File: config.mk
export PLATFORM = sky130hd
export DESIGN_NAME = atr_front
export DESIGN_NICKNAME = d
export VERILOG_FILES = /design/src/atr_pkg.sv /design/src/atr_front.sv
export SDC_FILE = /design/constraint.sdc
export NUM_CORES = 1
export LEC_CHECK = 0
export BUFFER_PORTS_ARGS = -buffer_cell sky130_fd_sc_hd__buf_2
export CAP_MARGIN = 40
export CORE_MARGIN = 1
export CORE_UTILIZATION = 50
export CTS_BUF_LIST = sky130_fd_sc_hd__clkbuf_8
export DETAILED_ROUTE_END_ITERATION = 6
export MAX_ROUTING_LAYER = met4
export PLACE_DENSITY = 0.76
export SETUP_SLACK_MARGIN = 0.5
export SYNTH_ARGS = -nofsm -noshare
export SYNTH_HDL_FRONTEND = slang
export SYNTH_SLANG_ARGS = --single-unit
export TNS_END_PERCENT = 100
File: constraint.sdc
create_clock -name clk -period 13 [get_ports clk]
set_input_delay 0 -clock clk [delete_from_list [all_inputs] [get_ports clk]]
set_output_delay 0 -clock clk [all_outputs]
set_load 0.05 [all_outputs]
File: src/atr_pkg.sv
// Shared types and constants for the average true range block.
// Used by atr_front, atr_fifo, atr_back, atr_div and average_true_range.
package atr_pkg;

	localparam int PRICE_W     = 32;
	localparam int MAX_WINDOW  = 256;
	localparam int RING_AW     = $clog2(MAX_WINDOW);
	localparam int WIN_W       = 9;
	localparam int SEEN_W      = 9;
	localparam int TOTAL_W     = 40;
	localparam int FRAC_BITS   = 8;
	localparam int AVG_W       = 40;
	localparam int DIVIDEND_W  = TOTAL_W + FRAC_BITS;
	localparam int DIV_STEP_W  = 8;
	localparam int DIV_STAGES  = DIVIDEND_W / DIV_STEP_W;

	localparam logic [SEEN_W-1:0] SEEN_LIMIT   = SEEN_W'((1 << SEEN_W) - 1);
	localparam logic [WIN_W-1:0]  WINDOW_RESET = WIN_W'(14);

	// queue depth must be a power of two
	localparam int FIFO_DEPTH = 2;
	localparam int FIFO_AW    = $clog2(FIFO_DEPTH);
	localparam int FIFO_CW    = $clog2(FIFO_DEPTH + 1);

	localparam int PADDR_W   = 3;
	localparam int PDATA_W   = 32;
	localparam int REG_IDX_W = PADDR_W - 2;
	localparam logic [REG_IDX_W-1:0] REG_WINDOW = REG_IDX_W'(0);

	// classified bar update, front to back
	typedef struct packed {
		logic [PRICE_W-1:0] tr;
		logic [RING_AW-1:0] pos;
		logic               sub;
		logic               avg_valid;
	} atr_entry_t;

	// updated window sum, back to divider
	typedef struct packed {
		logic [TOTAL_W-1:0] total;
		logic [PRICE_W-1:0] tr;
		logic               avg_valid;
	} atr_sum_t;

endpackage

File: src/atr_front.sv
// Front end: accepts bar updates, tracks bar count, ring slot and closes,
// and computes the true range. Depends on atr_pkg.
module atr_front import atr_pkg::*; (
	input  logic               clk,
	input  logic               arst_n,
	input  logic               clear,
	input  logic [WIN_W-1:0]   window,
	input  logic               bar_valid,
	output logic               bar_stall,
	input  logic [PRICE_W-1:0] bar_high,
	input  logic [PRICE_W-1:0] bar_low,
	input  logic [PRICE_W-1:0] bar_close,
	input  logic               new_bar,
	input  logic               full,
	output logic               push,
	output atr_entry_t         entry
);

	logic [SEEN_W-1:0]  bars_q;
	logic [RING_AW-1:0] pos_q;
	logic [PRICE_W-1:0] prior_q;
	logic [PRICE_W-1:0] cur_q;

	logic               start;
	logic               first;
	logic [WIN_W-1:0]   pos_inc;
	logic [RING_AW-1:0] pos_nx;
	logic [SEEN_W-1:0]  seen_nx;
	logic [PRICE_W-1:0] ref_price;
	logic [PRICE_W-1:0] top;
	logic [PRICE_W-1:0] bot;

	assign bar_stall = full;
	assign push      = bar_valid && !full;

	always_comb begin
		start     = (bars_q == '0);
		pos_inc   = WIN_W'(pos_q) + WIN_W'(1);
		ref_price = new_bar ? cur_q : prior_q;
		top       = (bar_high >= ref_price) ? bar_high : ref_price;
		bot       = (bar_low <= ref_price) ? bar_low : ref_price;
		entry.sub = 1'b0;
		if (start) begin
			pos_nx    = '0;
			first     = 1'b1;
			seen_nx   = SEEN_W'(1);
		end else if (new_bar) begin
			pos_nx    = (pos_inc == window) ? '0 : pos_inc[RING_AW-1:0];
			first     = 1'b0;
			seen_nx   = (bars_q == SEEN_LIMIT) ? bars_q : bars_q + SEEN_W'(1);
			entry.sub = (bars_q >= window);
		end else begin
			// revision: replace this bar's slot
			pos_nx    = pos_q;
			first     = (bars_q == SEEN_W'(1));
			seen_nx   = bars_q;
			entry.sub = 1'b1;
		end
		if (first) begin
			entry.tr = (bar_high > bar_low) ? bar_high - bar_low : '0;
		end else begin
			entry.tr = top - bot;
		end
		entry.pos       = pos_nx;
		entry.avg_valid = (seen_nx >= window);
	end

	always_ff @(posedge clk or negedge arst_n) begin
		if (!arst_n) begin
			bars_q  <= '0;
			pos_q   <= '0;
			prior_q <= '0;
			cur_q   <= '0;
		end else if (clear) begin
			bars_q  <= '0;
			pos_q   <= '0;
			prior_q <= '0;
			cur_q   <= '0;
		end else if (push) begin
			bars_q <= seen_nx;
			pos_q  <= pos_nx;
			cur_q  <= bar_close;
			if (!start && new_bar) begin
				prior_q <= cur_q;
			end
		end
	end

endmodule

==> Word-level counts from Yosys, hierarchy flattened <==
Cells that the tools add are included.
{ "word_totals": {"inputBits": 111, "wordCells": 48, "output_inout_bits": 44, "ff_bits": 81} }
{ "op_classes": {"reduce_logical": 8, "eq_ne": 3, "n_mux": 24, "addsub": 4, "order_cmp": 5} }
{ "ops": {"columns": ["operator", "n"], "rows": [
  ["$mux 32", 10],
  ["$sub 32x32->32", 2],
  ["$mux 9", 5],
  ["$mux 8", 5],
  ["$ge 32x32->1", 1],
  ["$gt 32x32->1", 1],
  ["$le 32x32->1", 1],
  ["$ge 9x9->1", 2],
  ["$add 8x1->9 const B", 1],
  ["$add 9x1->9 const B", 1],
  ["$eq 9x1->1 const B", 1],
  ["$eq 9x9->1", 1],
  ["$eq 9x9->1 const B", 1],
  ["$logic_not 9->1", 1],
  ["$mux 1", 4],
  ["$reduce_bool 2->1", 2],
  ["$logic_and 1x1->1", 2],
  ["$logic_not 1->1", 2],
  ["$reduce_and 2->1", 1]
]} }

==> Depth between registers and ports, before layout <==
{ "logic_depth": {"word_depth": 7, "mapped_depth": 25, "depth_no_buf": 21} }

==> Worst setup path after synthesis <==
OpenSTA, ideal clock, no wires.
{ "synth_path": {"path_type": "input port to output port", "startpoint": "in new_bar", "endpoint": "out entry[29] in the netlist's numbering", "setup_slack_ns": 7.189, "path_buffers": 4, "t_required_ns": 13.000, "arrival_time_ns": 5.811, "path_stages": 22, "cell_sequence": "clkbuf_1 -> clkbuf_1 -> mux2i_1 -> ha_1 -> a21oi_1 -> nand2_1 -> a221o_1 -> or3_1 -> a21oi_1 -> buf_2 -> buf_1 -> a21oi_1 -> ha_1 -> o21ai_1 -> a21oi_1 -> o21a_1 -> o21ai_2 -> a21oi_1 -> o41ai_1 -> a211oi_1 -> o21a_1 -> o32ai_1"} }
{ "synth_lines": {"columns": ["item", "line_no", "source"], "rows": [
  ["start, declared", "atr_front.sv:13", "input logic new_bar,"],
  ["end, declared", "atr_front.sv:16", "output atr_entry_t entry"]
]} }

==> impl_metrics.env <==
export IMPL_powerDensity_nw_per_um2=87.5
export IMPL_clock_latency_ns=0.35
export IMPL_firstDrtPassIters=5
export IMPL_cts_resized=0
export IMPL_slew_violations=0
export IMPL_synth_most_common_cell="a21oi_1"
export IMPL_tns_ns=0
export IMPL_h_tree_depth=3
export IMPL_antenna_found_initial=0
export IMPL_leakagePower_nw=5.49
export IMPL_worstPathArrival_ns=6.66
export IMPL_boundaryPins=155
export IMPL_ys_ff_latch=81
export IMPL_diodes=0
export IMPL_via_per_inst=5.88
export IMPL_start_kind="input pin"
export IMPL_final_nets=1784
export IMPL_core_sq_um=20200
export IMPL_final_layout_size_suffix_gt1_share_pct=14.7
export IMPL_required_ns=13.00
export IMPL_synth_top_flop_cell="dfrtp_1"
export IMPL_status="finished clean"
export IMPL_die_h_um=146
export IMPL_finalSetupViolCount=0
export IMPL_path_class="input pin to output pin"
export IMPL_syn_avg_cell_area_sq_um=7.51
export IMPL_p_clk_share_pct=18.7
export IMPL_synth_nets=1635
export IMPL_cts_made_buffers=9
export IMPL_grt_pass1_wl_mm=48.7
export IMPL_synth_edf_count=0
export IMPL_rsz0062_at_grt="no"
export IMPL_cts_buffer_depth=2
export IMPL_synth_top_area_share_pct=19.7
export IMPL_ant_nets=0
export IMPL_dpl_hpwl_mm=23.6
export IMPL_rr_worst_depth=8
export IMPL_cts_sinks=81
export IMPL_grt_max_degree=82
export IMPL_yosysWarnings=0
export IMPL_combPwrFrac_pct=56.0
export IMPL_first_global_vias=9519
export IMPL_switching_power_mw=0.464
export IMPL_min_period_ns=6.66
export IMPL_yosys_cell_types_count=86
export IMPL_syn2layout_area_growth_pct=14.7
export IMPL_place_ws_ns=6.43
export IMPL_peakVddDrop_mv=0.0502
export IMPL_dr_first_iter_drc_count=900
export IMPL_grt_overflow_total=0
export IMPL_synthCells=1373
export IMPL_wl_per_cell_um=16.7
export IMPL_grtUsageTotal_pct=28.8
export IMPL_synth_top_area_cell="dfrtp_1"
export IMPL_via_count=10600
export IMPL_synth_area_leaders="dfrtp_1 20%, ha_1 18%, a21oi_1 11%"
export IMPL_tightest_slew_ns=0.857
export IMPL_worst_slack_ns=6.34
export IMPL_route_detailed_drc=0
export IMPL_clockRootBuffer="clkbuf_8"
export IMPL_max_slew_margin_pct=42.9
export IMPL_min_path_type="input pin to async pin"
export IMPL_globalplace_congestion=1.03
export IMPL_finClkSkew_ns=0.00704
export IMPL_period_share_pct=51.2
export IMPL_p_sw_share_pct=44.8
export IMPL_path_max_fanout=48
export IMPL_max_freq_mhz=150
export IMPL_intPower_mw=0.572
export IMPL_seqPwrFrac_pct=25.3
export IMPL_cts_reportedPaths_clkPinSlew_ns=0.08
export IMPL_synth_common_cells="234 x a21oi_1, 213 x nand2_1, 149 x ha_1"
export IMPL_hold_violations=0
export IMPL_initial_core_util_pct=50.9
export IMPL_yosysSeqAreaShare_pct=19.7
export IMPL_async_flop_share_pct=100
export IMPL_cap_violations=0
export IMPL_dieArea_sq_um=21200
export IMPL_fp_dieW_um=146
export IMPL_syn_area_sq_um=10300
export IMPL_end_kind="output pin"
export IMPL_routed_wl_mm=30.0
export IMPL_io_buffer_count=154
export IMPL_cts_tree="built"
export IMPL_row_count=52
==> power groups by stage <==
stage	sequential [mW]	combinational [mW]	clock, mW
after floorplan	0.265	0.426	0
after global placement	0.267	0.557	0
after detailed placement	0.267	0.562	0
after CTS	0.262	0.573	0.199
after global routing	0.262	0.630	0.209
final	0.262	0.580	0.194
==> placed cells by master, fill, tap and decap left out, types with 6 or more instances in the layout <==
cell type / count
nor2_1: 116
and3_1: 9
clkbuf_8: 9
buf_2: 153
nor2b_1: 9
dfrtp_1: 81
a21oi_1: 233
nand3_1: 34
xor2_1: 33
o21ai_0: 39
ha_1: 149
o21a_1: 12
mux2i_1: 35
nor3_1: 16
or3_1: 6
o21ai_1: 10
buf_4: 11
nand2_1: 213
inv_1: 64
dlygate4sd3_1: 33
o21bai_1: 6
nand2b_1: 16
nand4_1: 19
xnor2_1: 40
o22ai_1: 29
a21o_1: 30
==> registers in the layout, summed over array words and instances, names as in the netlist <==
name and flops:
cur_q 32, prior_q 32, pos_q 8, bars_q 9
==> layout make-up <==
| type | count | area (sq um) |
|---|---|---|
| clock buffer | 9 | 124 |
| clock inverter | 6 | 85.1 |
| fill | 1901 | 8410 |
| inverter | 63 | 236 |
| multi-input combinational | 1168 | 7790 |
| sequential | 81 | 2030 |
| tap | 270 | 338 |
| timing repair buffer | 199 | 1220 |
==> what timing repair did <==
| action | in CTS | in global routing |
|---|---|---|
| hold buffers | 33 | 0 |
| endpoints found under the hold margin | 68 | 0 |
| setup buffers | 0 | 0 |
==> worst paths after layout <==
path | start | end | slack [ns]
min in group clk | full | bar_stall | 0.30
worst min register to register | prior_q[31] | prior_q[31] | 0.52
max in group asynchronous | arst_n | cur_q[1] | 12.24
worst max-delay path | new_bar | entry[40] | 6.34
worst max register to register | bars_q[4] | prior_q[1] | 9.95
worst min-delay path | arst_n | pos_q[5] | 0.16
==> worst max-delay path, cell delays in order <==
cell      delay [ns]
buf_2           0.08
buf_4           0.56
mux2i_1         0.47
ha_1            0.21
nand4_1         0.17
nor4_1          0.67
a211o_1         0.23
o22ai_1         0.11
a21oi_4         0.64
buf_4           0.42
nor2_1          0.07
a21oi_1         0.13
ha_1            0.17
inv_1           0.05
fa_1            0.44
a211oi_2        0.28
o211ai_1        0.17
a221oi_2        0.34
o21ba_2         0.26
o211ai_2        0.17
a311o_1         0.38
nand2_1         0.08
xor2_1          0.06
o22ai_1         0.14
buf_2           0.29
==> per-stage QoR <==
| stage | hold WS, ns | power (mW) | instances | area [sq um] | util [%] |
|---|---|---|---|---|---|
| floorplan | -0.296 | 0.690 | 1373 | 10300 | - |
| global placement | 0.238 | 0.824 | 1746 | 11200 | 55.6 |
| detailed placement | 0.00807 | 0.829 | 1748 | 11300 | 55.8 |
| CTS | 0.163 | 1.03 | 1796 | 11800 | 58.4 |
| global route | 0.183 | 1.10 | 1796 | 11800 | 58.4 |
| finish | 0.162 | 1.04 | 1796 | 11800 | 58.4 |
==> per-layer routing <==
layer / global-route usage, % / share of wire, % / up-vias
met5: - / 0 / -
met4: 6.95 / 2.0 / 0
met3: 2.85 / 7.0 / 41
met2: 43.4 / 44 / 383
met1: 41.4 / 47 / 4905
li1: - / - / 5223
==> kinds of logic (layout without fill, tap and decap cells) <==
kind of cell / after synthesis / in the layout / share of synthesized area [%]
compound gates: 433 / 433 / 26.2
xor+xnor: 73 / 73 / 6.20
fa+ha+maj: 151 / 151 / 18.5
buf+inv: 124 / 277 / 4.90
flops: 81 / 81 / 19.7
mux: 36 / 36 / 3.51
simple gates: 475 / 475 / 21.1
No activity file was read; power rests on OpenSTA's default activity.
