<file path="src/atr_pkg.sv">
// Shared types and constants for the average true range block.
// Used by atr_front, atr_fifo, atr_back, atr_div and average_true_range.
package atr_pkg;

	localparam int PRICE_W     = 32;
	localparam int MAX_WINDOW  = 256;
	localparam int RING_AW     = $clog2(MAX_WINDOW);
	localparam int WIN_W       = 9;
	localparam int SEEN_W      = 9;
	localparam int TOTAL_W     = 40;
	localparam int FRAC_BITS   = 8;
	localparam int AVG_W       = 40;
	localparam int DIVIDEND_W  = TOTAL_W + FRAC_BITS;
	localparam int DIV_STEP_W  = 8;
	localparam int DIV_STAGES  = DIVIDEND_W / DIV_STEP_W;

	localparam logic [SEEN_W-1:0] SEEN_LIMIT   = SEEN_W'((1 << SEEN_W) - 1);
	localparam logic [WIN_W-1:0]  WINDOW_RESET = WIN_W'(14);

	// queue depth must be a power of two
	localparam int FIFO_DEPTH = 2;
	localparam int FIFO_AW    = $clog2(FIFO_DEPTH);
	localparam int FIFO_CW    = $clog2(FIFO_DEPTH + 1);

	localparam int PADDR_W   = 3;
	localparam int PDATA_W   = 32;
	localparam int REG_IDX_W = PADDR_W - 2;
	localparam logic [REG_IDX_W-1:0] REG_WINDOW = REG_IDX_W'(0);

	// classified bar update, front to back
	typedef struct packed {
		logic [PRICE_W-1:0] tr;
		logic [RING_AW-1:0] pos;
		logic               sub;
		logic               avg_valid;
	} atr_entry_t;

	// updated window sum, back to divider
	typedef struct packed {
		logic [TOTAL_W-1:0] total;
		logic [PRICE_W-1:0] tr;
		logic               avg_valid;
	} atr_sum_t;

endpackage

</file>
<file path="src/atr_fifo.sv">
// Short queue of classified bar updates between front and back.
// Depends on atr_pkg.
module atr_fifo import atr_pkg::*; (
	input  logic       clk,
	input  logic       arst_n,
	input  logic       push,
	input  atr_entry_t wr_entry,
	input  logic       pop,
	output atr_entry_t head,
	output logic       full,
	output logic       empty
);

	atr_entry_t         slot_q [FIFO_DEPTH];
	logic [FIFO_AW-1:0] wp_q;
	logic [FIFO_AW-1:0] rp_q;
	logic [FIFO_CW-1:0] cnt_q;

	assign full  = (cnt_q == FIFO_CW'(FIFO_DEPTH));
	assign empty = (cnt_q == '0);
	assign head  = slot_q[rp_q];

	always_ff @(posedge clk) begin
		if (push) begin
			slot_q[wp_q] <= wr_entry;
		end
	end

	always_ff @(posedge clk or negedge arst_n) begin
		if (!arst_n) begin
			wp_q  <= '0;
			rp_q  <= '0;
			cnt_q <= '0;
		end else begin
			if (push) begin
				wp_q <= wp_q + FIFO_AW'(1);
			end
			if (pop) begin
				rp_q <= rp_q + FIFO_AW'(1);
			end
			case ({push, pop})
				2'b10:   cnt_q <= cnt_q + FIFO_CW'(1);
				2'b01:   cnt_q <= cnt_q - FIFO_CW'(1);
				default: cnt_q <= cnt_q;
			endcase
		end
	end

endmodule

</file>
<file path="config.mk">
export PLATFORM = sky130hd
export DESIGN_NAME = atr_fifo
export DESIGN_NICKNAME = d
export VERILOG_FILES = /design/src/atr_pkg.sv /design/src/atr_fifo.sv
export SDC_FILE = /design/constraint.sdc
export NUM_CORES = 1
export LEC_CHECK = 0
export BUFFER_PORTS_ARGS = -buffer_cell sky130_fd_sc_hd__buf_4
export CAP_MARGIN = 20
export CORE_MARGIN = 4
export CORE_UTILIZATION = 52
export DETAILED_ROUTE_END_ITERATION = 8
export PLACE_DENSITY = 0.85
export SYNTH_ARGS = -nofsm -noshare
export SYNTH_HDL_FRONTEND = slang
export SYNTH_SLANG_ARGS = --single-unit
</file>
<file path="constraint.sdc">
create_clock -name clk -period 2.95 [get_ports clk]
set_input_delay 0.4425 -clock clk [delete_from_list [all_inputs] [get_ports clk]]
set_output_delay 0.4425 -clock clk [all_outputs]
set_load 0.1 [all_outputs]
</file>
### After elaboration in Yosys (flattened, before gate mapping)

Memories as Yosys holds them, arrays and structs flattened.
Index checks and enable logic that the tools add are counted.

* add/sub/neg operators: 4
* $mul: 0
* div/mod/pow operators: 0
* order comparisons: 0
* equal/unequal tests: 3
* shifts and indexed selects: 0
* muxes and demuxes: 3
* bitwise gates (word level): 0
* reductions and logical operators: 2

Operators with widths (number)
* equality test 2 bit (second input constant): 2
* case mux 2 bit (2 select lines): 1
* adder 1 bit (second input constant): 2
* adder 2 x 1 -> 2 bit (second input constant): 1
* equality test 2 x 1 -> 1 bit (second input constant): 1
* zero test 2 bit: 1
* 2-to-1 mux 1 bit: 2
* nonzero test 2 bit: 1
* subtractor 2 x 1 -> 2 bit (second input constant): 1

* flip-flop bits (word level): 4
* bits in latches: 0
* memory bits (writable): 84
* bits in read-only memories: 0
* output and inout port bits: 44
* logic and storage cells: 16
* memories: 1

Memories
* slot_q: depth 2, bits a word 42, read ports 1, clocked after Yosys merged registers in 0, wr ports 1, RTL line atr_fifo.sv:14 `atr_entry_t slot_q [FIFO_DEPTH];`

### Depth between registers and ports, before layout

Gate-level depths: netlist of run 1.

* depth in word-level cells: 2
* mapped depth: 5

### Worst setup path after synthesis of run 1

OpenSTA, ideal clock, no wires.

* kind: input to register
* start point: input push
* end point: memory slot_q[0][0] (netlist bit) (enable)
* setup time: 0.442 ns
* data arrival time: 2.266 ns
* setup slack: 0.242 ns
* stages on the path: 2
* buffers on the path: 0
* path through: inv_1 nor2_1

* word-level cells in the longest chain between the ends: 2

RTL lines
* from (decl): RTL line atr_fifo.sv:6 `input logic push,`
* 2-to-1 mux 1 bit: RTL line atr_fifo.sv:24 `if (push) begin`
* 2-to-1 mux 1 bit (not written as such): RTL line atr_fifo.sv:25 `slot_q[wp_q] <= wr_entry;`
* to (decl): RTL line atr_fifo.sv:14

Every way passes these cells.

==> impl_metrics.json, run 1 <==
{
  "post_cts_resized": 0,
  "reg2reg_depth": 2,
  "grt-ovfl-total": 0,
  "worstMarginPinSlew_ns": 0.669,
  "netlist_area_sq_mm": 0.00342,
  "post_cts_buffers": 0,
  "insertion_delay_ns": 0.34,
  "wire_per_inst_microns": 16.1,
  "synth.distinct_cells": 13,
  "synth.top_cell.area_share": 0.738,
  "period_needed_ns": 2.11,
  "ant_nets": 0,
  "drc": 0,
  "routed_via_density": 4.91,
  "grt_usage": 0.139,
  "dieArea_sq_mm": 0.00793,
  "synth_cells": 147,
  "drt_wl_total_mm": 5.30,
  "syn2layout_area_growth_pct": 28.0,
  "synth_simple_gate_area_share": 0.00696,
  "n_fill_cell": 406,
  "cts_tree": "built",
  "syn_nets": 194,
  "die_h_microns": 89.1,
  "worst_path_most_repeated_cell": "buf_4",
  "slew_headroom": 0.553,
  "clkTransAtPathRegs_ns": 0.08,
  "synth_compound_area_frac": 0,
  "ys_ff_latch": 88,
  "hpwl_mm": 3.77,
  "async_reset_ff_frac": 0.0455,
  "critPathLaunchType": "flop",
  "yosys.cell_count.top_type": "edfxtp_1",
  "drt_pass1_iterations": 4,
  "antenna_found_initial": 0,
  "yosysSeqAreaShare": 0.767,
  "yosys.area.top_type": "edfxtp_1",
  "netlist_top_cells_area": "edfxtp_1 (74%), mux2_4 (17%), dfrtp_1 (2.9%)",
  "finalClockSkew_ns": 0.00802,
  "r2r_slack_ns": 1.29,
  "wl_met1_mm": 2.22,
  "yosysWarnings": 0,
  "cts.sinks": 88,
  "io_pins": 90,
  "tns_ns": 0,
  "muxShareOfSynthArea": 0.181,
  "antenna_cells": 0,
  "cp.required_ns": 2.51,
  "synth_top_family_by_area": "multiplexers",
  "drt_iter0_drc": 80,
  "wl_met3_microns": 553,
  "clock.fmax_mhz": 474,
  "globalplace.congestion": 0.693,
  "rows": 29,
  "hold_start": "wr_entry[22]",
  "clock_path_buffers": 2,
  "hold_path_depth": 1,
  "root_buffer": "clkbuf_8",
  "min_path_type": "in2reg",
  "grt_pass1_vias": 1611,
  "synthAdderAreaFrac": 0.00366,
  "maxCapViolCount": 0,
  "finalCritPeriodShare": 0.715,
  "cts_hold_buf": 1,
  "core_area_sq_mm": 0.00635,
  "io_buffers": 89,
  "top_layer_used": "met4",
  "cpMaxStageDelayCell": "buf_4",
  "grt_setup_unrepaired": "false",
  "vias": 1616,
  "path_class": "reg2out",
  "wl_met2_mm": 2.45,
  "holdPathEnd": "slot_q[0][22]",
  "grt_pass1_wl_mm": 7.96,
  "hold_viol": 0,
  "syn_avg_cell_area_sq_um": 23.2,
  "grt_max_degree": 25,
  "synth_ff_type": "edfxtp_1",
  "cp_top_family": "buffers and inverters",
  "cts_made_buffers": 9,
  "nets": 294,
  "synth-xor-area-share": 0.0128,
  "crit_buf_inv": 2,
  "finalSetupViolations": 0,
  "run_status": "completed",
  "cp_cell_sequence": "buf_4 > mux2_4 > buf_4",
  "layout-drive-gt1-share": 0.607,
  "cp_max_fo": 24,
  "rr_startpoint": "wp_q",
  "die_x_microns": 89.1,
  "synth_top_cells_by_count": "edfxtp_1 (84), mux2_4 (39), buf_12 (4), dfrtp_1 (4)",
  "synth_edf_count": 84,
  "worst_path_largest_cell_delay_ns": 0.38,
  "start_util": 0.538,
  "drv_slew": 0,
  "worstSetupEndpointType": "output pin",
  "cts-htree-levels": 3,
  "cp.arrival_ns": 1.67,
  "reg2reg_to": "slot_q[1][24]"
}
==> area by class of cell <==
class | count | area (sq um) | share of cell area
clock inverter | 7 | 96.3 | 0.0220
timing repair buffer | 94 | 721 | 0.165
sequential | 88 | 2620 | 0.600
tap | 77 | 96.3 | 0.0220
clock buffer | 9 | 124 | 0.0283
inverter | 1 | 3.75 | 0.000858
multi-input combinational | 53 | 708 | 0.162
==> worst max path at each step <==
stage,startpoint,end,slack (ns),depth (start not counted)
floorplan,push,slot_q[0][0],0.24,2
global placement,rp_q,head[10],1.21,3
detailed placement,push,slot_q[1][24],1.18,3
CTS,rp_q,head[4],0.80,3
global route,rp_q,head[10],0.74,3
finish,rp_q,head[4],0.84,3
==> cells by family (layout without fill, tap and decap cells) <==
family | count (synthesis) | count (layout)
AND/OR/NAND/NOR | 5 | 5
multiplexers | 42 | 42
flip-flops | 88 | 88
adder cells (fa/ha/maj) | 1 | 1
buffers and inverters | 6 | 111
XOR/XNOR | 5 | 5
==> flip-flops by register name, indices dropped and copies added (netlist names) <==
register,cells
slot_q,84
cnt_q,2
rp_q,1
wp_q,1
==> placed cells by master, fill, tap and decap left out, types with 2 or more instances in the layout <==
master       n
buf_4       92
edfxtp_1    84
mux2_4      39
clkbuf_8     9
mux2_2       3
xor2_1       3
dfrtp_1      3
nor2_1       2
xnor2_1      2
bufinv_16    2
clkinvlp_4   2
clkinv_4     2
==> metrics by stage <==
stage | setup WS [ns] | hold slack [ns] | util | area [sq um] | cells
2_1_floorplan | 0.242 | 0.147 | - | 3420 | 147
5_1_grt | 0.743 | 0.251 | 0.689 | 4370 | 329
6_report | 0.839 | 0.275 | 0.689 | 4370 | 329
3_5_place_dp | 1.18 | 0.243 | 0.652 | 4140 | 312
4_1_cts | 0.803 | 0.254 | 0.689 | 4370 | 329
3_3_place_gp | 1.21 | 0.242 | 0.652 | 4140 | 312
==> routing by layer <==
layer,GRT usage,vias to the layer above
li1,-,772
met1,0.184,770
met2,0.206,66
met3,0.0553,8
met4,0.0609,0
met5,0,-
Power of run 1 is not shown: default switching activity piles up to over one toggle a cycle in this logic, so the estimate is an artifact.
==> inputs of run 2 (changes only) <==
- ABC_AREA: default -> 1
- clock period: 2.95 -> 1.95 ns (I/O delays scaled with it)
==> impl_metrics.json, run 2 <==
{
  "cts.sinks": 88,
  "io_pins": 90,
  "finalClockSkew_ns": 0.00488,
  "utilization": 0.729,
  "root_buffer": "clkbuf_8",
  "cp_max_fo": 53,
  "clock.fmax_mhz": 536,
  "clock_path_buffers": 2,
  "dieArea_sq_mm": 0.00774,
  "netlist_top_cells_area": "edfxtp_1 (76%), inv_1 (5.4%), nand2_1 (5.3%)",
  "fin_area_sq_mm": 0.00442,
  "synth.distinct_cells": 16,
  "syn2layout_area_growth_pct": 32.9,
  "maxCapViolCount": 0,
  "synth_top_cells_by_count": "edfxtp_1 (84), inv_1 (48), nand2_1 (47)",
  "synth.top_cell.area_share": 0.758,
  "drv_slew": 0,
  "die_h_microns": 88.0,
  "reg2reg_to": "slot_q[1][0]",
  "start_util": 0.549,
  "grt_usage": 0.171,
  "insertion_delay_ns": 0.34,
  "yosysWarnings": 0,
  "cts-htree-levels": 3,
  "grt_pass1_wl_mm": 9.72,
  "vias": 2015,
  "syn_nets": 290,
  "yosysSeqAreaShare": 0.788,
  "critPathLaunchType": "flop",
  "grt-ovfl-total": 0,
  "final_cell_mix": "buf_4 (89), edfxtp_1 (84), inv_1 (47), nand2_1 (47), o21ai_1 (24)",
  "netlist_area_sq_mm": 0.00333,
  "hpwl_mm": 4.21,
  "final_cells": 421,
  "n_fill_cell": 445,
  "hold_path_depth": 1,
  "cp.arrival_ns": 1.57,
  "core_area_sq_mm": 0.00606,
  "regMostFlops": "slot_q",
  "path_class": "reg2out",
  "synth_edf_count": 84,
  "rows": 28,
  "synth_cells": 243,
  "ant_nets": 0,
  "async_reset_ff_frac": 0.0455,
  "period_needed_ns": 1.87,
  "rr_startpoint": "wp_q",
  "r2r_slack_ns": 0.70,
  "reg2reg_depth": 3,
  "yosys.cell_count.top_type": "edfxtp_1",
  "cp.required_ns": 1.66,
  "hold_viol": 0,
  "routed_via_density": 4.79,
  "synth_ff_type": "edfxtp_1",
  "yosys.area.top_type": "edfxtp_1",
  "finalSetupViolations": 0,
  "final_common_cell": "buf_4",
  "antenna_cells": 0,
  "antenna_found_initial": 0,
  "run_status": "completed",
  "largest_register_ffs": 84,
  "drt_wl_total_mm": 6.02,
  "largestRegisters": "slot_q (84), cnt_q (2)",
  "worstSetupEndpointType": "output pin",
  "globalplace.congestion": 0.718,
  "cts_made_buffers": 9,
  "ys_ff_latch": 88,
  "nets": 388,
  "tns_ns": 0,
  "wire_per_inst_microns": 14.3,
  "min_path_type": "in2reg",
  "place_inst": 404,
  "holdPathEnd": "slot_q[1][30]",
  "syn_avg_cell_area_sq_um": 13.7,
  "grt_max_degree": 54,
  "worstMarginPinSlew_ns": 0.357,
  "hold_start": "wr_entry[30]",
  "finalCritPeriodShare": 0.958,
  "grt_pass1_vias": 2073,
  "grt_setup_unrepaired": "true",
  "io_buffers": 89,
  "layout-drive-gt1-share": 0.379,
  "place_area_sq_mm": 0.00415,
  "drc": 0,
  "drt_pass1_iterations": 4,
  "clkTransAtPathRegs_ns": 0.08,
  "die_x_microns": 88.0,
  "drt_iter0_drc": 85,
  "post_cts_buffers": 0,
  "cts_tree": "built",
  "slew_headroom": 0.762
}
==> run 2: stage by stage <==
stage / hold WS, ns / setup slack [ns]
2_1_floorplan: -0.00309 / -0.394
3_3_place_gp: 0.0916 / 0.389
3_5_place_dp: 0.0938 / 0.350
4_1_cts: 0.111 / 0.0341
5_1_grt: 0.100 / 0.00203
6_report: 0.131 / 0.0827
==> run 2: worst max-delay path, stage by stage, from the launching register on <==
cell and delay, ns:
dfrtp_4 0.51, buf_12 0.20, o21ai_1 0.20, buf_4 0.32
==> run 2: how the worst max path moves through the flow <==
stage	endpoint	slack, ns	from	cells after the start
final	head[37]	0.08	rp_q	3
after floorplan	head[10]	-0.39	rp_q	3
after CTS	head[24]	0.03	rp_q	4
after global placement	head[4]	0.39	rp_q	4
after detailed placement	head[24]	0.35	rp_q	4
after global routing	head[37]	0.002	rp_q	4
==> run 2: kinds of logic after synthesis <==
group,count (synthesis),share of synthesized area
AND/OR/NAND/NOR,52,0.0598
buffers and inverters,57,0.0771
AO/OA/AOI/OAI,42,0.0632
XOR/XNOR,3,0.00790
adder cells (fa/ha/maj),1,0.00376
flip-flops,88,0.788
==> run 2: layer usage <==
metal,GRT usage,share of wire
met1,0.208,0.38
met2,0.271,0.50
met3,0.0593,0.094
met4,0.0907,0.024
met5,0,0
==> run 2: what timing repair did <==
item,4_1_cts,5_1_grt
setup endpoints to repair,7,5
cloned,0,0
hold buffers,1,0
gates resized for setup,1,5
endpoints found under the hold margin,4,0
==> run 2: layout make-up <==
class / instances / area, sq um / area share
well taps: 75 / 93.8 / 0.0212
clock inverters: 7 / 110 / 0.0249
repair buffers: 96 / 758 / 0.172
clock buffers: 9 / 124 / 0.0280
multi-input cells: 98 / 528 / 0.119
inverters: 48 / 180 / 0.0408
flip-flops and latches: 88 / 2630 / 0.594
Power of run 2 is left out for the same reason.
