===== config.mk =====
export PLATFORM = sky130hd
export DESIGN_NAME = atr_div
export DESIGN_NICKNAME = d
export VERILOG_FILES = /design/src/atr_pkg.sv /design/src/atr_div.sv
export SDC_FILE = /design/constraint.sdc
export NUM_CORES = 1
export LEC_CHECK = 0
export ABC_AREA = 1
export BUFFER_PORTS_ARGS = -buffer_cell sky130_fd_sc_hd__buf_2
export CAP_MARGIN = 20
export CORE_MARGIN = 4
export CORE_UTILIZATION = 50
export CTS_CLUSTER_DIAMETER = 30
export CTS_CLUSTER_SIZE = 12
export DETAILED_ROUTE_END_ITERATION = 12
export PLACE_DENSITY = 0.7
export SYNTH_ARGS = -nofsm -noshare
export SYNTH_HDL_FRONTEND = slang
export SYNTH_SLANG_ARGS = --single-unit

===== constraint.sdc =====
create_clock -name clk -period 40.1 [get_ports clk]
set_input_delay 2.005 -clock clk [delete_from_list [all_inputs] [get_ports clk]]
set_output_delay 2.005 -clock clk [all_outputs]
set_load 0.02 [all_outputs]

===== src/atr_pkg.sv =====
// Shared types and constants for the average true range block.
// Used by atr_front, atr_fifo, atr_back, atr_div and average_true_range.
package atr_pkg;

	localparam int PRICE_W     = 32;
	localparam int MAX_WINDOW  = 256;
	localparam int RING_AW     = $clog2(MAX_WINDOW);
	localparam int WIN_W       = 9;
	localparam int SEEN_W      = 9;
	localparam int TOTAL_W     = 40;
	localparam int FRAC_BITS   = 8;
	localparam int AVG_W       = 40;
	localparam int DIVIDEND_W  = TOTAL_W + FRAC_BITS;
	localparam int DIV_STEP_W  = 8;
	localparam int DIV_STAGES  = DIVIDEND_W / DIV_STEP_W;

	localparam logic [SEEN_W-1:0] SEEN_LIMIT   = SEEN_W'((1 << SEEN_W) - 1);
	localparam logic [WIN_W-1:0]  WINDOW_RESET = WIN_W'(14);

	// queue depth must be a power of two
	localparam int FIFO_DEPTH = 2;
	localparam int FIFO_AW    = $clog2(FIFO_DEPTH);
	localparam int FIFO_CW    = $clog2(FIFO_DEPTH + 1);

	localparam int PADDR_W   = 3;
	localparam int PDATA_W   = 32;
	localparam int REG_IDX_W = PADDR_W - 2;
	localparam logic [REG_IDX_W-1:0] REG_WINDOW = REG_IDX_W'(0);

	// classified bar update, front to back
	typedef struct packed {
		logic [PRICE_W-1:0] tr;
		logic [RING_AW-1:0] pos;
		logic               sub;
		logic               avg_valid;
	} atr_entry_t;

	// updated window sum, back to divider
	typedef struct packed {
		logic [TOTAL_W-1:0] total;
		logic [PRICE_W-1:0] tr;
		logic               avg_valid;
	} atr_sum_t;

endpackage


===== src/atr_div.sv =====
// Pipelined restoring divider: window sum times 256 over the window length,
// eight quotient bits per stage, with the result register. Depends on atr_pkg.
module atr_div import atr_pkg::*; (
	input  logic               clk,
	input  logic               arst_n,
	input  logic [WIN_W-1:0]   divisor,
	input  logic               sum_valid,
	input  atr_sum_t           sum,
	output logic               sum_stall,
	output logic               result_valid,
	input  logic               result_stall,
	output logic [PRICE_W-1:0] true_range,
	output logic               average_valid,
	output logic [AVG_W-1:0]   range_average
);

	typedef struct packed {
		logic [DIVIDEND_W-1:0] nq;
		logic [WIN_W-1:0]      rem;
		logic [PRICE_W-1:0]    tr;
		logic                  avg_valid;
	} div_stage_t;

	function automatic div_stage_t div_step(input div_stage_t s, input logic [WIN_W-1:0] d);
		div_stage_t r;
		logic [WIN_W:0] acc;
		r = s;
		for (int i = 0; i < DIV_STEP_W; i++) begin
			acc  = {r.rem, r.nq[DIVIDEND_W-1]};
			r.nq = {r.nq[DIVIDEND_W-2:0], 1'b0};
			if (acc >= {1'b0, d}) begin
				acc     = acc - {1'b0, d};
				r.nq[0] = 1'b1;
			end
			r.rem = acc[WIN_W-1:0];
		end
		return r;
	endfunction

	div_stage_t stage_s [DIV_STAGES];
	logic       vld_s   [DIV_STAGES];
	div_stage_t src     [DIV_STAGES];
	logic       src_v   [DIV_STAGES];
	div_stage_t nxt     [DIV_STAGES];
	logic       free    [DIV_STAGES];

	always_comb begin
		src[0]   = '{nq: {sum.total, {FRAC_BITS{1'b0}}}, rem: '0, tr: sum.tr,
			avg_valid: sum.avg_valid};
		src_v[0] = sum_valid;
		for (int k = 1; k < DIV_STAGES; k++) begin
			src[k]   = stage_s[k-1];
			src_v[k] = vld_s[k-1];
		end
		for (int k = 0; k < DIV_STAGES; k++) begin
			nxt[k] = div_step(src[k], divisor);
		end
		free[DIV_STAGES-1] = !vld_s[DIV_STAGES-1] || !result_stall;
		for (int k = DIV_STAGES - 2; k >= 0; k--) begin
			free[k] = !vld_s[k] || free[k+1];
		end
	end

	always_ff @(posedge clk) begin
		for (int k = 0; k < DIV_STAGES; k++) begin
			if (free[k] && src_v[k]) begin
				stage_s[k] <= nxt[k];
			end
		end
	end

	always_ff @(posedge clk or negedge arst_n) begin
		if (!arst_n) begin
			for (int k = 0; k < DIV_STAGES; k++) begin
				vld_s[k] <= 1'b0;
			end
		end else begin
			for (int k = 0; k < DIV_STAGES; k++) begin
				if (free[k]) begin
					vld_s[k] <= src_v[k];
				end
			end
		end
	end

	assign sum_stall     = !free[0];
	assign result_valid  = vld_s[DIV_STAGES-1];
	assign true_range    = stage_s[DIV_STAGES-1].tr;
	assign average_valid = stage_s[DIV_STAGES-1].avg_valid;
	// report zero until the window has filled
	assign range_average = stage_s[DIV_STAGES-1].avg_valid ?
		stage_s[DIV_STAGES-1].nq[AVG_W-1:0] : '0;

endmodule


# Yosys cells after proc, flatten, opt, wreduce, memory -nomap -nowiden
# Memory sizes are Yosys's and may differ from the RTL's.
# Cells that the tools add are included.
[word_totals]
regBits = 6
latchBits = 0
ram_bits = 540
rom_bits = 0
output_inout_bits = 75
word_cells = 232
n_memories = 1
[classes]
add_sub_neg = 48
multipliers = 0
div = 0
magnitude_cmp = 48
eq_ne = 0
shifts = 0
muxes = 109
bitwise = 0
n_reduce_logical = 20
[memory_table]
columns = ["memory", "depth", "width", "read_ports", "rd_clocked_by_memory_dff", "write_ports", "line_no", "text"]
rows = [
  ["stage_s", 6, 90, 6, 0, 6, "atr_div.sv:40", "div_stage_t stage_s [DIV_STAGES];"],
]
[op_table]
columns = ["cell", "count"]
rows = [
  ["$ge 10x9->1", 47],
  ["$mux 9", 48],
  ["$sub 9x9->9", 47],
  ["$mux 1", 60],
  ["$mux 40", 1],
  ["$ge 1x9->1", 1],
  ["$sub 1x9->9", 1],
  ["$logic_not 1->1", 8],
  ["$logic_and 1x1->1", 6],
  ["$logic_or 1x1->1", 6],
]

# Logic depth before layout (Yosys ltp)
# Gate-level depths: netlist of run 1.
# An unclocked memory read counts as a cell.
[depth]
word_depth = 17
depth_mapped = 100

# Worst setup path after synthesis of run 1
# No wires, ideal clock.
[synth_path]
kind = "in2reg"
from = "input port divisor[1]"
to = "memory stage_s[4][34] (netlist bit), data pin"
t_arrival_ns = 16.474
path_slack_ns = 23.496
stages = 80
n_path_buf = 7
path_cell_list = "inv_1 > ha_1 > nand2_1 > nor2_1 > nand3_1 > nand2_1 > a21oi_1 > buf_2 > o21ai_0 > fa_1 > nand3_1 > nand2_1 > nand2_1 > nand2_1 > a21oi_2 > nand2_1 > nor2_2 > buf_2 > [44 not listed] > o211ai_1 > nand2_1 > o211ai_1 > inv_1 > nand3_2 > buf_6 > nand2_1 > nand2_1 > fa_1 > nand3_1 > nand2_1 > nand2_1 > o211ai_1 > a221oi_1 > inv_1 > a21oi_2 > nand3_1 > nand2_1"
[synth_rtl]
columns = ["item", "line_no", "text"]
rows = [
  ["start: declaration", "atr_div.sv:6", "input logic [WIN_W-1:0] divisor,"],
  ["end: declaration", "atr_div.sv:40", ""],
]

==> impl_metrics.env, run 1 <==
export IMPL_synth_edf_count=443
export IMPL_wirelength_mm=92.3
export IMPL_yosysSeqAreaShare_pct=35.7
export IMPL_min_delay_start="stage_s[3][9]"
export IMPL_rr_startpoint="stage_s[3][89]"
export IMPL_arrival_ps=18470
export IMPL_antenna_found_initial=1
export IMPL_yosysTopAreaCell="edfxtp_1"
export IMPL_nNetsFinal=5230
export IMPL_ant_nets=0
export IMPL_finalSetupViolations=0
export IMPL_placedCellCount=5565
export IMPL_die_x_microns=282
export IMPL_grt_overflow=0
export IMPL_grt_pass1_vias=29061
export IMPL_hold_depth=0
export IMPL_coreArea_sq_mm=0.0746
export IMPL_max_slew_margin_pct=27.4
export IMPL_drc_errors=0
export IMPL_cts_repair_resized=0
export IMPL_grt_total_usage_pct=22.9
export IMPL_nFillCells=6767
export IMPL_hold_viol=0
export IMPL_start_util_pct=50.5
export IMPL_numCtsBuffers=89
export IMPL_cts_tree="yes"
export IMPL_grt_first_pass_wirelength_mm=148
export IMPL_whs_ps=405
export IMPL_cp_startpoint="divisor[2]"
export IMPL_drtIter0Drc=2036
export IMPL_vias=30626
export IMPL_finalClockSkew_ps=47.3
export IMPL_netlist_top_cells_area="edfxtp_1 35%, ha_1 14%, nand2_1 12%, inv_1 5.9%, nand3_1 4.8%"
export IMPL_viasPerCell=5.34
export IMPL_synth_area_per_cell_sq_um=8.40
export IMPL_die_area_sq_mm=0.0798
export IMPL_core_rowCount=100
export IMPL_reg2reg_slack_ps=23770
export IMPL_status="complete, no violations"
export IMPL_synth_distinct_cells=54
export IMPL_insertion_delay_ps=660
export IMPL_crit_top_cell="nand2_1"
export IMPL_cts_buffer_depth=3
export IMPL_r2r_end="stage_s[4][41]"
export IMPL_reg2reg_depth=77
export IMPL_layout_cells_non_filler=5732
export IMPL_synthFlopType="edfxtp_1"
export IMPL_netlist_area_sq_mm=0.0377
export IMPL_dp_hpwl_mm=67.8
export IMPL_finalMaxSlewViolations=0
export IMPL_drtPass1Iterations=6
export IMPL_critical_path_endpoint_type="flip-flop"
export IMPL_diodes=0
export IMPL_hold_class="flip-flop to flip-flop"
export IMPL_synth_top_cell_area_share_pct=35.3
export IMPL_globalplace_congestion=0.925
export IMPL_die_h_microns=282
export IMPL_grt_max_degree=67
export IMPL_critPathSlowestCell="a211oi_2"
export IMPL_tightest_slew_ps=1090
export IMPL_final_util_pct=57.0
export IMPL_clock_sinks=449
export IMPL_drv_cap=0
export IMPL_start_kind="input pin"
export IMPL_ys_ff_latch=449
export IMPL_rsz0062_at_grt="no"
export IMPL_cts_hold_buf=0
export IMPL_fmax_mhz=55.7
export IMPL_min_to="stage_s[4][9]"
export IMPL_fin_crit_sh_pct=44.8
export IMPL_async_flop_share_pct=1.34
export IMPL_yosys_warnings=0
export IMPL_syn2layout_area_growth_pct=12.9
export IMPL_cpPeakStageDelay_ps=650
export IMPL_htree_levels=3
export IMPL_drive_above_1_share_pct=11.8
export IMPL_required_ps=40600
export IMPL_worstPathMaxFanout=17
export IMPL_cts_root_buf="clkbuf_16"
export IMPL_syn_nets=5028
export IMPL_cts_setup_buffers=0
export IMPL_finalCriticalPeriod_ps=17960
export IMPL_ios=161
export IMPL_path_clk_slew_ps=50
export IMPL_timing_setup_tns_ps=0
export IMPL_crit_type="input pin to flip-flop"
export IMPL_portBuffers=160
export IMPL_wl_per_cell_microns=16.1
export IMPL_syn_inst=4485
[worst max path at each step]
stage,endpoint,slack [ps],cells past startpoint
floorplan,stage_s[4][34],23500,80
global placement,stage_s[4][37],21830,78
detailed placement,stage_s[4][36],21730,78
CTS,stage_s[4][41],22240,78
global route,stage_s[4][41],20610,83
finish,stage_s[4][41],22140,77
[final cells by class]
type / count / area, sq um / area share (%)
Multi-Input combinational cell: 3364 / 21400 / 50.3
Sequential cell: 449 / 13500 / 31.6
Inverter: 594 / 2240 / 5.26
Clock buffer: 93 / 2240 / 5.27
Timing Repair Buffer: 189 / 1050 / 2.46
Tap cell: 969 / 1210 / 2.85
Clock inverter: 74 / 935 / 2.20
[sequential cells by signal, indices dropped and copies added (netlist names)]
signal,flops
result_valid,1
stage_s,443
src_v,5
[metal layers]
layer	track usage, %	routed length (microns)	share of wire [%]
met5	0	0	0
met4	6.34	2300	2.5
met3	2.71	4490	4.9
met2	39.3	44100	48
met1	30.8	41400	45
[cells by family after synthesis]
logic type      count (synthesis)  synth area share [%]
compound gates                589                  9.43
xor+xnor                      301                  7.00
fa+ha+maj                     457                  16.0
buf+inv                       672                  7.50
flops                         449                  35.7
simple gates                 2017                  24.4
[per-stage QoR]
step	area [sq um]	setup slack (ps)
floorplan	37700	23500
global placement	39300	21830
detailed placement	39400	21730
CTS	42500	22240
global route	42500	20610
finish	42500	22140
[worst max-delay path: cells and delay by family]
| kind | cells | cell delay, ps |
|---|---|---|
| AOI/OAI and AO/OA | 22 | 6340 |
| adders and majority gates | 8 | 3390 |
| buffers and inverters | 7 | 1510 |
| and+or+nand+nor | 40 | 5130 |
[cell usage in the layout (no fill, tap or decap), drive strengths merged, types with 25 or more instances in the layout]
master / instances
nand2: 1314
inv: 618
edfxtp: 443
nand3: 423
ha: 417
a21oi: 297
buf: 189
xor2: 172
nor2: 161
o21ai: 138
xnor2: 129
clkbuf: 93
nand4: 64
fa: 40
o211ai: 38
o21bai: 34
nor3: 33
clkinv: 28
a21o: 25
[Yosys cell counts (25+ instances only)]
| master | number |
|---|---|
| nand2_1 | 1245 |
| inv_1 | 588 |
| edfxtp_1 | 443 |
| ha_1 | 417 |
| nand3_1 | 359 |
| a21oi_1 | 274 |
| xor2_1 | 172 |
| nor2_1 | 147 |
| xnor2_1 | 129 |
| o21ai_0 | 126 |
| nand4_1 | 64 |
| nand2_2 | 58 |
| fa_1 | 40 |
| nand3_2 | 40 |
| buf_4 | 38 |
| o211ai_1 | 38 |
| o21bai_1 | 34 |
| nor3_1 | 33 |
| a21o_1 | 25 |
Power of run 1 is left out: the tool's default activity adds up to more than one toggle a clock period on the data nets, which glitch-free logic cannot reach.
==> inputs of run 2 (changes only) <==
--- a/config.mk
+++ b/config.mk
@@ -13,7 +13,7 @@
 export CTS_CLUSTER_DIAMETER = 30
 export CTS_CLUSTER_SIZE = 12
 export DETAILED_ROUTE_END_ITERATION = 12
-export PLACE_DENSITY = 0.7
+export PLACE_DENSITY = 0.72
 export SYNTH_ARGS = -nofsm -noshare
 export SYNTH_HDL_FRONTEND = slang
 export SYNTH_SLANG_ARGS = --single-unit
==> constraint.sdc (replaced) <==
create_clock -name clk -period 15.23 [get_ports clk]
set_input_delay 0.7615 -clock clk [delete_from_list [all_inputs] [get_ports clk]]
set_output_delay 0.7615 -clock clk [all_outputs]
set_load 0.02 [all_outputs]
==> run 2 against run 1 <==
  * Cell count rose by 1.4%
  * Die area did not move
  * Routed wire length is 5.8% higher
  * Register-to-register slack lost 23000 ps
  * Clock skew increased by 0.51 ps
  * Final area is 2.4% higher
  * Hold slack worse by 110 ps
  * Non-clock buffer count up 69
  * Worst setup slack worse by 21000 ps
  * Largest cell class unchanged
==> impl_metrics.env, run 2 (synthesized netlist as in run 1, its figures left out) <==
export IMPL_fmax_mhz=70.8
export IMPL_die_h_microns=282
export IMPL_path_clk_slew_ps=50
export IMPL_grt_overflow=0
export IMPL_max_slew_margin_pct=31.9
export IMPL_final_common_cell="nand2_1"
export IMPL_drv_cap=0
export IMPL_cpPeakStageDelay_ps=450
export IMPL_status="complete, no violations"
export IMPL_die_x_microns=282
export IMPL_drive_above_1_share_pct=13.7
export IMPL_antenna_found_initial=2
export IMPL_finalMaxSlewViolations=0
export IMPL_finalCriticalPeriod_ps=14130
export IMPL_grt_first_pass_wirelength_mm=153
export IMPL_nFillCells=6529
export IMPL_finalInstanceArea_sq_mm=0.0435
export IMPL_postPlaceCellArea_sq_mm=0.0396
export IMPL_critPathBufInv=13
export IMPL_cts_tree="yes"
export IMPL_globalplace_congestion=0.959
export IMPL_wl_per_cell_microns=16.8
export IMPL_start_util_pct=50.5
export IMPL_timing_setup_tns_ps=0
export IMPL_largest_reg_flops=443
export IMPL_grt_max_degree=66
export IMPL_layout_common_cells="1243 x nand2_1, 575 x inv_1, 443 x edfxtp_1"
export IMPL_drtPass1Iterations=6
export IMPL_hold_viol=0
export IMPL_portBuffers=160
export IMPL_htree_levels=3
export IMPL_vias=31185
export IMPL_largest_register="stage_s"
export IMPL_coreArea_sq_mm=0.0746
export IMPL_die_area_sq_mm=0.0798
export IMPL_drc_errors=0
export IMPL_arrival_ps=14510
export IMPL_critical_path_endpoint_type="flip-flop"
export IMPL_cts_root_buf="clkbuf_16"
export IMPL_crit_top_cell="nand2_1"
export IMPL_ios=161
export IMPL_viasPerCell=5.37
export IMPL_fin_crit_sh_pct=92.8
export IMPL_nNetsFinal=5304
export IMPL_start_kind="input pin"
export IMPL_required_ps=15610
export IMPL_critPathSlowestCell="fa_1"
export IMPL_tightest_slew_ps=1020
export IMPL_crit_type="input pin to flip-flop"
export IMPL_grt_total_usage_pct=23.8
export IMPL_ant_nets=0
export IMPL_worstPathMaxFanout=21
export IMPL_numCtsBuffers=94
export IMPL_insertion_delay_ps=640
export IMPL_syn2layout_area_growth_pct=15.6
export IMPL_cp_top_family="simple AND/OR/NAND/NOR gates"
export IMPL_cts_buffer_depth=3
export IMPL_core_rowCount=100
export IMPL_dp_hpwl_mm=70.8
export IMPL_wirelength_mm=97.6
export IMPL_clock_sinks=449
export IMPL_finalSetupViolations=0
export IMPL_multi_input_area_sq_mm=0.0217
export IMPL_grt_pass1_vias=29625
export IMPL_drtIter0Drc=2238
export IMPL_hold_class="input pin to flip-flop"
export IMPL_finalClockSkew_ps=47.8
export IMPL_register_area_sq_mm=0.0135
-- run 2: worst paths after layout --
kind | slack, ps | depth (start not counted) | end | start
worst max-delay path | 1100 | 89 | stage_s[2][38] | divisor[1]
worst min-delay path | 300 | 1 | stage_s[0][72] | sum[47]
worst max register to register | 1270 | 82 | stage_s[4][39] | stage_s[3][89]
worst min register to register | 400 | 0 | stage_s[4][52] | stage_s[3][44]
max in group asynchronous | 14580 | 2 | src_v[3] | arst_n
min in group asynchronous | 490 | 2 | src_v[4] | arst_n
-- run 2: layout make-up --
| class | instances | share of cell area [%] |
|---|---|---|
| sequential | 449 | 30.9 |
| multi-input combinational | 3364 | 49.8 |
| clock inverter | 75 | 1.89 |
| inverter | 594 | 5.17 |
| clock buffer | 102 | 5.57 |
| antenna | 1 | 0.00575 |
| timing repair buffer | 258 | 3.87 |
| tap | 969 | 2.78 |
-- run 2: layer usage --
metal / GRT usage, % / wire, microns / share of wire [%]
met1: 31.4 / 42500 / 44
met2: 40.2 / 46500 / 48
met3: 3.42 / 5270 / 5.4
met4: 8.17 / 3300 / 3.4
met5: 0 / 13 / 0.013
-- run 2: worst reg2reg max path, delay by kind of cell, from the launching register on --
| kind | cells | cell delay [ps] |
|---|---|---|
| simple gates | 42 | 4480 |
| flops | 1 | 420 |
| compound gates | 21 | 4310 |
| buf+inv | 10 | 1390 |
| fa+ha+maj | 9 | 3140 |
-- run 2: per-stage QoR --
stage                     hold WS (ps)  instances  util (%)  setup WS (ps)
after detailed placement           405       5601      53.2           -640
after floorplan                    400       4485         -           62.4
after global placement             400       5601      53.2           -682
after CTS                          263       5779      57.5            102
final                              299       5812      58.4           1100
after global routing               274       5812      58.4          -85.2
-- run 2: what timing repair did --
action | CTS | global route
setup buffers | 0 | 28
hold buffers | 1 | 0
gates resized for setup | 1 | 80
endpoints found under the setup margin | 8 | 51
endpoints found under the hold margin | 6 | 0
pin swaps | 0 | 14
cloned | 0 | 2
Power of run 2 is left out for the same reason.
